$ cat config.mk
export PLATFORM = sky130hd
export DESIGN_NAME = gpuf_ctrl
export DESIGN_NICKNAME = d
export VERILOG_FILES = /design/src/sv/gpuf_pkg.sv /design/src/sv/gpuf_ctrl.sv
export SDC_FILE = /design/constraint.sdc
export NUM_CORES = 1
export LEC_CHECK = 0
export ABC_CLOCK_PERIOD_IN_PS = 3300
export BUFFER_PORTS_ARGS = -buffer_cell sky130_fd_sc_hd__buf_2
export CAP_MARGIN = 5
export CORE_MARGIN = 2
export CORE_UTILIZATION = 55
export DETAILED_ROUTE_END_ITERATION = 10
export HOLD_SLACK_MARGIN = 0.15
export MAX_ROUTING_LAYER = met4
export PLACE_DENSITY = 0.76
export SLEW_MARGIN = 20
export SYNTH_ARGS = -nofsm -noshare
export SYNTH_HDL_FRONTEND = slang
export SYNTH_SLANG_ARGS = --single-unit
$ cat constraint.sdc
create_clock -name clk -period 3.3 [get_ports clk]
set_input_delay 0.495 -clock clk [delete_from_list [all_inputs] [get_ports clk]]
set_output_delay 0.495 -clock clk [all_outputs]
set_load 0.005 [all_outputs]
$ cat src/sv/gpuf_pkg.sv
// shared types and constants for the grid percolation union-find engine
// datapath opcodes, command and status structs; no dependencies
`default_nettype none

package gpuf_pkg;

	localparam int COORD_W = 6;
	localparam int GRID_W  = 7;
	localparam int COUNT_W = 13;

	localparam logic [GRID_W-1:0] GRID_RESET = 7'd64;

	typedef enum logic [3:0] {
		DP_NOP,
		DP_EMIT,
		DP_SWEEP_INIT,
		DP_SWEEP,
		DP_RD_SELF,
		DP_MARK_SELF,
		DP_NB_SEL,
		DP_FIND_START,
		DP_FIND_RD,
		DP_FIND_STEP,
		DP_LINK_SMALL,
		DP_LINK_BIG,
		DP_SET_PERC
	} dp_op_t;

	// result kinds for DP_EMIT
	localparam logic [1:0] EM_NORMAL = 2'd0;
	localparam logic [1:0] EM_WAS    = 2'd1;
	localparam logic [1:0] EM_BAD    = 2'd2;
	localparam logic [1:0] EM_CLEAR  = 2'd3;

	// neighbor selects for DP_NB_SEL
	localparam logic [1:0] NB_LEFT  = 2'd0;
	localparam logic [1:0] NB_RIGHT = 2'd1;
	localparam logic [1:0] NB_UP    = 2'd2;
	localparam logic [1:0] NB_DOWN  = 2'd3;

	// find start points; bit 0 also picks the root slot (a or b)
	localparam logic [1:0] FS_SELF   = 2'd0;
	localparam logic [1:0] FS_NB     = 2'd1;
	localparam logic [1:0] FS_TOP    = 2'd2;
	localparam logic [1:0] FS_BOTTOM = 2'd3;

	typedef struct packed {
		dp_op_t     op;
		logic [1:0] sel;
	} dp_cmd_t;

	typedef struct packed {
		logic is_clear;
		logic bad;
		logic open_rd;
		logic nb_exists;
		logic nb_virtual;
		logic is_root;
		logic same_root;
		logic sweep_done;
	} dp_stat_t;

endpackage

`default_nettype wire

$ cat src/sv/gpuf_ctrl.sv
// controller state machine of the percolation engine
// sequences the datapath through dp_cmd_t commands; uses gpuf_pkg
`default_nettype none

module gpuf_ctrl import gpuf_pkg::*; (
	input  wire logic     clk,
	input  wire logic     arst_n,
	input  wire logic     accept,
	input  wire logic     cfg_we,
	input  wire dp_stat_t stat,
	output dp_cmd_t       cmd_o,
	output logic          busy
);

	typedef enum logic [4:0] {
		ST_IDLE,
		ST_DECODE,
		ST_EMIT_CLR,
		ST_SWEEP_INIT,
		ST_SWEEP,
		ST_EMIT_END,
		ST_RD_SELF,
		ST_SELF_WAIT,
		ST_MARK,
		ST_NB,
		ST_NB_WAIT,
		ST_FIND_START,
		ST_FIND_RD,
		ST_FIND_STEP,
		ST_LINK_CHK,
		ST_LINK1,
		ST_LINK2,
		ST_PERC
	} state_t;

	state_t     state_q;
	dp_cmd_t    cmd_q;
	logic       busy_q;
	logic [1:0] k_q;
	logic [1:0] phase_q;

	// move on to the next neighbor, or to the top/bottom query after the last
	state_t     adv_state;
	dp_cmd_t    adv_cmd;
	logic [1:0] adv_phase;

	always_comb begin
		if (k_q == NB_DOWN) begin
			adv_state = ST_FIND_START;
			adv_cmd   = '{op: DP_FIND_START, sel: FS_TOP};
			adv_phase = FS_TOP;
		end else begin
			adv_state = ST_NB;
			adv_cmd   = '{op: DP_NB_SEL, sel: k_q + 2'd1};
			adv_phase = phase_q;
		end
	end

	always_ff @(posedge clk or negedge arst_n) begin
		if (!arst_n) begin
			state_q <= ST_SWEEP_INIT;
			cmd_q   <= '{op: DP_SWEEP_INIT, sel: 2'd0};
			busy_q  <= 1'b1;
			k_q     <= 2'd0;
			phase_q <= FS_SELF;
		end else if (cfg_we) begin
			state_q <= ST_SWEEP_INIT;
			cmd_q   <= '{op: DP_SWEEP_INIT, sel: 2'd0};
			busy_q  <= 1'b1;
		end else begin
			cmd_q <= '{op: DP_NOP, sel: 2'd0};
			case (state_q)
				ST_IDLE: begin
					if (accept) begin
						state_q <= ST_DECODE;
						busy_q  <= 1'b1;
					end
				end
				ST_DECODE: begin
					if (stat.is_clear) begin
						state_q <= ST_EMIT_CLR;
						cmd_q   <= '{op: DP_EMIT, sel: EM_CLEAR};
					end else if (stat.bad) begin
						state_q <= ST_EMIT_END;
						cmd_q   <= '{op: DP_EMIT, sel: EM_BAD};
					end else begin
						state_q <= ST_RD_SELF;
						cmd_q   <= '{op: DP_RD_SELF, sel: 2'd0};
					end
				end
				ST_EMIT_CLR: begin
					state_q <= ST_SWEEP_INIT;
					cmd_q   <= '{op: DP_SWEEP_INIT, sel: 2'd0};
				end
				ST_SWEEP_INIT: begin
					state_q <= ST_SWEEP;
					cmd_q   <= '{op: DP_SWEEP, sel: 2'd0};
				end
				ST_SWEEP: begin
					if (stat.sweep_done) begin
						state_q <= ST_IDLE;
						busy_q  <= 1'b0;
					end else begin
						cmd_q <= '{op: DP_SWEEP, sel: 2'd0};
					end
				end
				ST_EMIT_END: begin
					state_q <= ST_IDLE;
					busy_q  <= 1'b0;
				end
				ST_RD_SELF: begin
					state_q <= ST_SELF_WAIT;
				end
				ST_SELF_WAIT: begin
					if (stat.open_rd) begin
						state_q <= ST_EMIT_END;
						cmd_q   <= '{op: DP_EMIT, sel: EM_WAS};
					end else begin
						state_q <= ST_MARK;
						cmd_q   <= '{op: DP_MARK_SELF, sel: 2'd0};
					end
				end
				ST_MARK: begin
					state_q <= ST_NB;
					cmd_q   <= '{op: DP_NB_SEL, sel: NB_LEFT};
					k_q     <= NB_LEFT;
				end
				ST_NB: begin
					if (!stat.nb_exists) begin
						state_q <= adv_state;
						cmd_q   <= adv_cmd;
						phase_q <= adv_phase;
						k_q     <= k_q + 2'd1;
					end else if (stat.nb_virtual) begin
						state_q <= ST_FIND_START;
						cmd_q   <= '{op: DP_FIND_START, sel: FS_SELF};
						phase_q <= FS_SELF;
					end else begin
						state_q <= ST_NB_WAIT;
					end
				end
				ST_NB_WAIT: begin
					if (stat.open_rd) begin
						state_q <= ST_FIND_START;
						cmd_q   <= '{op: DP_FIND_START, sel: FS_SELF};
						phase_q <= FS_SELF;
					end else begin
						state_q <= adv_state;
						cmd_q   <= adv_cmd;
						phase_q <= adv_phase;
						k_q     <= k_q + 2'd1;
					end
				end
				ST_FIND_START: begin
					state_q <= ST_FIND_RD;
					cmd_q   <= '{op: DP_FIND_RD, sel: phase_q};
				end
				ST_FIND_RD: begin
					state_q <= ST_FIND_STEP;
					cmd_q   <= '{op: DP_FIND_STEP, sel: phase_q};
				end
				ST_FIND_STEP: begin
					if (!stat.is_root) begin
						state_q <= ST_FIND_RD;
						cmd_q   <= '{op: DP_FIND_RD, sel: phase_q};
					end else begin
						case (phase_q)
							FS_SELF: begin
								state_q <= ST_FIND_START;
								cmd_q   <= '{op: DP_FIND_START, sel: FS_NB};
								phase_q <= FS_NB;
							end
							FS_NB: begin
								state_q <= ST_LINK_CHK;
							end
							FS_TOP: begin
								state_q <= ST_FIND_START;
								cmd_q   <= '{op: DP_FIND_START, sel: FS_BOTTOM};
								phase_q <= FS_BOTTOM;
							end
							default: begin
								state_q <= ST_PERC;
								cmd_q   <= '{op: DP_SET_PERC, sel: 2'd0};
							end
						endcase
					end
				end
				ST_LINK_CHK: begin
					if (stat.same_root) begin
						state_q <= adv_state;
						cmd_q   <= adv_cmd;
						phase_q <= adv_phase;
						k_q     <= k_q + 2'd1;
					end else begin
						state_q <= ST_LINK1;
						cmd_q   <= '{op: DP_LINK_SMALL, sel: 2'd0};
					end
				end
				ST_LINK1: begin
					state_q <= ST_LINK2;
					cmd_q   <= '{op: DP_LINK_BIG, sel: 2'd0};
				end
				ST_LINK2: begin
					state_q <= adv_state;
					cmd_q   <= adv_cmd;
					phase_q <= adv_phase;
					k_q     <= k_q + 2'd1;
				end
				ST_PERC: begin
					state_q <= ST_EMIT_END;
					cmd_q   <= '{op: DP_EMIT, sel: EM_NORMAL};
				end
				default: begin
					state_q <= ST_IDLE;
					busy_q  <= 1'b0;
				end
			endcase
		end
	end

	assign cmd_o = cmd_q;
	assign busy  = busy_q;

endmodule

`default_nettype wire

==> qor.yml <==
synthesis:
  post_synth_main_area_contributors: "sky130_fd_sc_hd__dfrtp_1, sky130_fd_sc_hd__dfstp_2, sky130_fd_sc_hd__a21oi_1"
  post_synth_most_frequent_cells: "sky130_fd_sc_hd__nor2_1, sky130_fd_sc_hd__a21oi_1, sky130_fd_sc_hd__dfrtp_1"
  synthesized_area_per_cell_um2: 8.06
  ys_ff_latch: 16
  most_frequently_used_flop_master_after_synthesis: "sky130_fd_sc_hd__dfrtp_1"
  post_synth_instance_area_um2: 1500
  number_of_enable_type_register_cells_in_the_synthesized_netlist: 0
  ys_async_sr_fraction: 1.00
  mapped_nets: 200
  yosysMostFrequentCell: "sky130_fd_sc_hd__nor2_1"
  post-synth-top-area-cell: "sky130_fd_sc_hd__dfrtp_1"
  share_of_the_synthesized_area_in_the_top_cell_type: 0.200
  synth.yosys.warnings: 0
  post_synthesis_cell_type_count: 59
  count_of_mapped_cells_out_of_synthesis: 186
  synth-seq-area-share: 0.270
sta:
  grt_setup_unrepaired: "false"
  finalCritPeriodShare: 0.676
  hold_viol: 0
  timing.final.max_slew_violations: 0
  final.setup.tns_ns: 0
  clock-skew-final_ns: 0.0110
  finalSetupViolations: 0
  max_freq_mhz: 448
  timing.slew.headroom: 0.432
  finalWorstPathRequiredPeriod_ns: 2.23
  worst-slew-pin-transition_ns: 0.852
cells_and_area:
  areaGrowthSynthToFinish_pct: 5.59
  seq_area_um2: 405
  finalNetCount: 209
  layout-drive-gt1-share: 0.186
  antenna_cells_inserted: 0
  nFillCells: 235
  combined_area_of_the_multi_input_logic_cells_um2: 966
global_route:
  wire_length_of_the_first_global_routing_pass_mm: 6.98
  grt_start_max_net_pins: 28
  grt.total_usage: 0.287
  first_global_vias: 1414
  grt_antenna_before_repair: 0
  globalRoute.totalOverflow: 0
min_path:
  worst_hold_path_type: "primary input to register"
critical_path:
  cp_cell_sequence: "nor2b_1, a21oi_1, o31ai_2, nand3_1, a21bo_1"
  end_kind: "register"
  critPathArrivalTime_ns: 2.48
  worst-r2r-setup-slack_ns: 1.07
  setup.worst_path.class: "register to register"
  timing.critical_path.fanout_max: 20
  worstSetupStartpointType: "register"
  timing.critical_path.slowest_stage_cell: "sky130_fd_sc_hd__dfrtp_1"
  cp_data_required_time_ns: 3.55
  cp_slowest_stage_delay_ns: 0.80
pwr:
  p_per_area_nw_per_um2: 662
  vdd_drop_max_mv: 0.462
  p_leak_nw: 0.673
  power_mw: 1.05
die:
  initial_utilization: 0.594
  number_of_top_level_pins: 19
  fp.coreArea_um2: 2520
  floorplan.die.height_um: 56.2
  horizontal_extent_of_the_die_um: 56.2
  die_ar_um2: 3160
  placementRows: 18
clocking:
  clock_tree.root_cell: "sky130_fd_sc_hd__clkbuf_4"
  post-cts-setup-buffer-count: 0
  clock_tree.htree_level_count: 1
  cts-buffers-inserted: 3
  clock_latency_ns: 0.31
  cts_sinks: 16
  clk_transition_reported_paths_ns: 0.12
  clockBufferDepth: 2
  tritoncts: "built"
routing:
  drtAntennaViolNets: 0
  wire_per_inst_um: 19.1
  postRouteWirelength_mm: 4.29
  route.vias.total: 1562
  first_pass_iters: 5
  drc_errors: 0
  via_per_inst: 6.97
  drtIter0Drc: 117
place:
  port_buffers: 18
  post-dp-hpwl_mm: 3.06
  place.gp.congestion: 0.982
run:
  cap_viol_max_count: 0
outcome:
  outcome: "complete, no violations"
-- logic make-up (layout without fill, tap and decap cells) --
kind of cell	after synthesis	count (layout)	share of synthesized area
xor gates and xnor gates	1	1	0.0109
AOI/OAI and AO/OA	72	72	0.334
muxes	2	2	0.0134
and+or+nand+nor	68	68	0.270
adders and majority gates	2	2	0.0167
DFF	16	16	0.270
buffers and inverters	25	33	0.0851
-- critical path, delay by kind of cell (launching register included) --
| kind | cells | cell delay (ns) |
|---|---|---|
| compound gates | 3 | 0.68 |
| simple gates | 2 | 0.69 |
| flops | 1 | 0.80 |
-- where the power goes --
group	switching, mW	internal (mW)
sequential	0.161	0.263
combinational	0.256	0.222
clock	0.0770	0.0674
-- layer usage --
layer	global-route usage	vias to the layer above	part of all wire	wire length (µm)
li1	-	713	-	-
met1	0.415	724	0.43	1860
met2	0.432	113	0.45	1920
met3	0.0349	12	0.099	426
met4	0.0612	0	0.018	79
met5	-	-	0	0
-- cell type report --
cell class | instances | share of cell area
clock buffer | 4 | 0.0229
sequential | 16 | 0.256
timing repair buffer | 19 | 0.0632
tap | 30 | 0.0237
inverter | 10 | 0.0237
multi-input combinational | 145 | 0.610
-- path summary, 6_finish.rpt --
kind,startpoint,end,cells after the start
min reg2reg,k_q[1],k_q[1],1
max reg2reg,state_q[3],k_q[0],5
max in group asynchronous,arst_n,state_q[1],2
min,cfg_we,state_q[2],2
min in group asynchronous,arst_n,state_q[3],2
max,state_q[3],k_q[0],5
-- per-stage QoR --
| stage | std cells | area, µm² | util | hold WS, ns | setup WS (ns) |
|---|---|---|---|---|---|
| 2_1_floorplan | 186 | 1500 | - | 0.199 | 1.63 |
| 3_3_place_gp | 219 | 1540 | 0.609 | 0.429 | 1.15 |
| 3_5_place_dp | 219 | 1540 | 0.609 | 0.438 | 1.15 |
| 4_1_cts | 224 | 1580 | 0.627 | 0.438 | 1.11 |
| 5_1_grt | 224 | 1580 | 0.627 | 0.450 | 0.951 |
| 6_report | 224 | 1580 | 0.627 | 0.442 | 1.07 |
-- flip-flops by register name, indices dropped and copies added, names as in the netlist --
name and count:
k_q 2, state_q 5, cmd_o 6, busy 1, phase_q 2
-- layout by cell type (no fill, tap or decap), types with 2 or more instances in the layout --
cell type,count
sky130_fd_sc_hd__buf_2,18
sky130_fd_sc_hd__nor2_1,16
sky130_fd_sc_hd__a21oi_1,15
sky130_fd_sc_hd__dfrtp_1,12
sky130_fd_sc_hd__nand2_1,11
sky130_fd_sc_hd__inv_1,10
sky130_fd_sc_hd__o21ai_0,10
sky130_fd_sc_hd__a31oi_1,10
sky130_fd_sc_hd__nand3_1,8
sky130_fd_sc_hd__nor3_1,5
sky130_fd_sc_hd__nand2b_1,5
sky130_fd_sc_hd__o21a_1,4
sky130_fd_sc_hd__dfstp_2,4
sky130_fd_sc_hd__and3_1,3
sky130_fd_sc_hd__clkbuf_4,3
sky130_fd_sc_hd__and2b_1,2
sky130_fd_sc_hd__and2_1,2
sky130_fd_sc_hd__a211oi_1,2
sky130_fd_sc_hd__nor4_1,2
sky130_fd_sc_hd__or3_1,2
sky130_fd_sc_hd__o21ai_1,2
sky130_fd_sc_hd__mux2i_1,2
sky130_fd_sc_hd__nor2b_1,2
sky130_fd_sc_hd__a22o_1,2
sky130_fd_sc_hd__o211ai_1,2
sky130_fd_sc_hd__a221oi_1,2
sky130_fd_sc_hd__a41oi_1,2
sky130_fd_sc_hd__o21bai_1,2
sky130_fd_sc_hd__a32oi_1,2
sky130_fd_sc_hd__a2bb2oi_1,2
sky130_fd_sc_hd__o32ai_1,2
sky130_fd_sc_hd__ha_1,2
-- timing repair --
action | CTS | global route
hold endpoints to repair | 12 | 0
resized for setup | 0 | 0
hold buffers | 1 | 0
No activity file was read; power rests on OpenSTA's default activity.
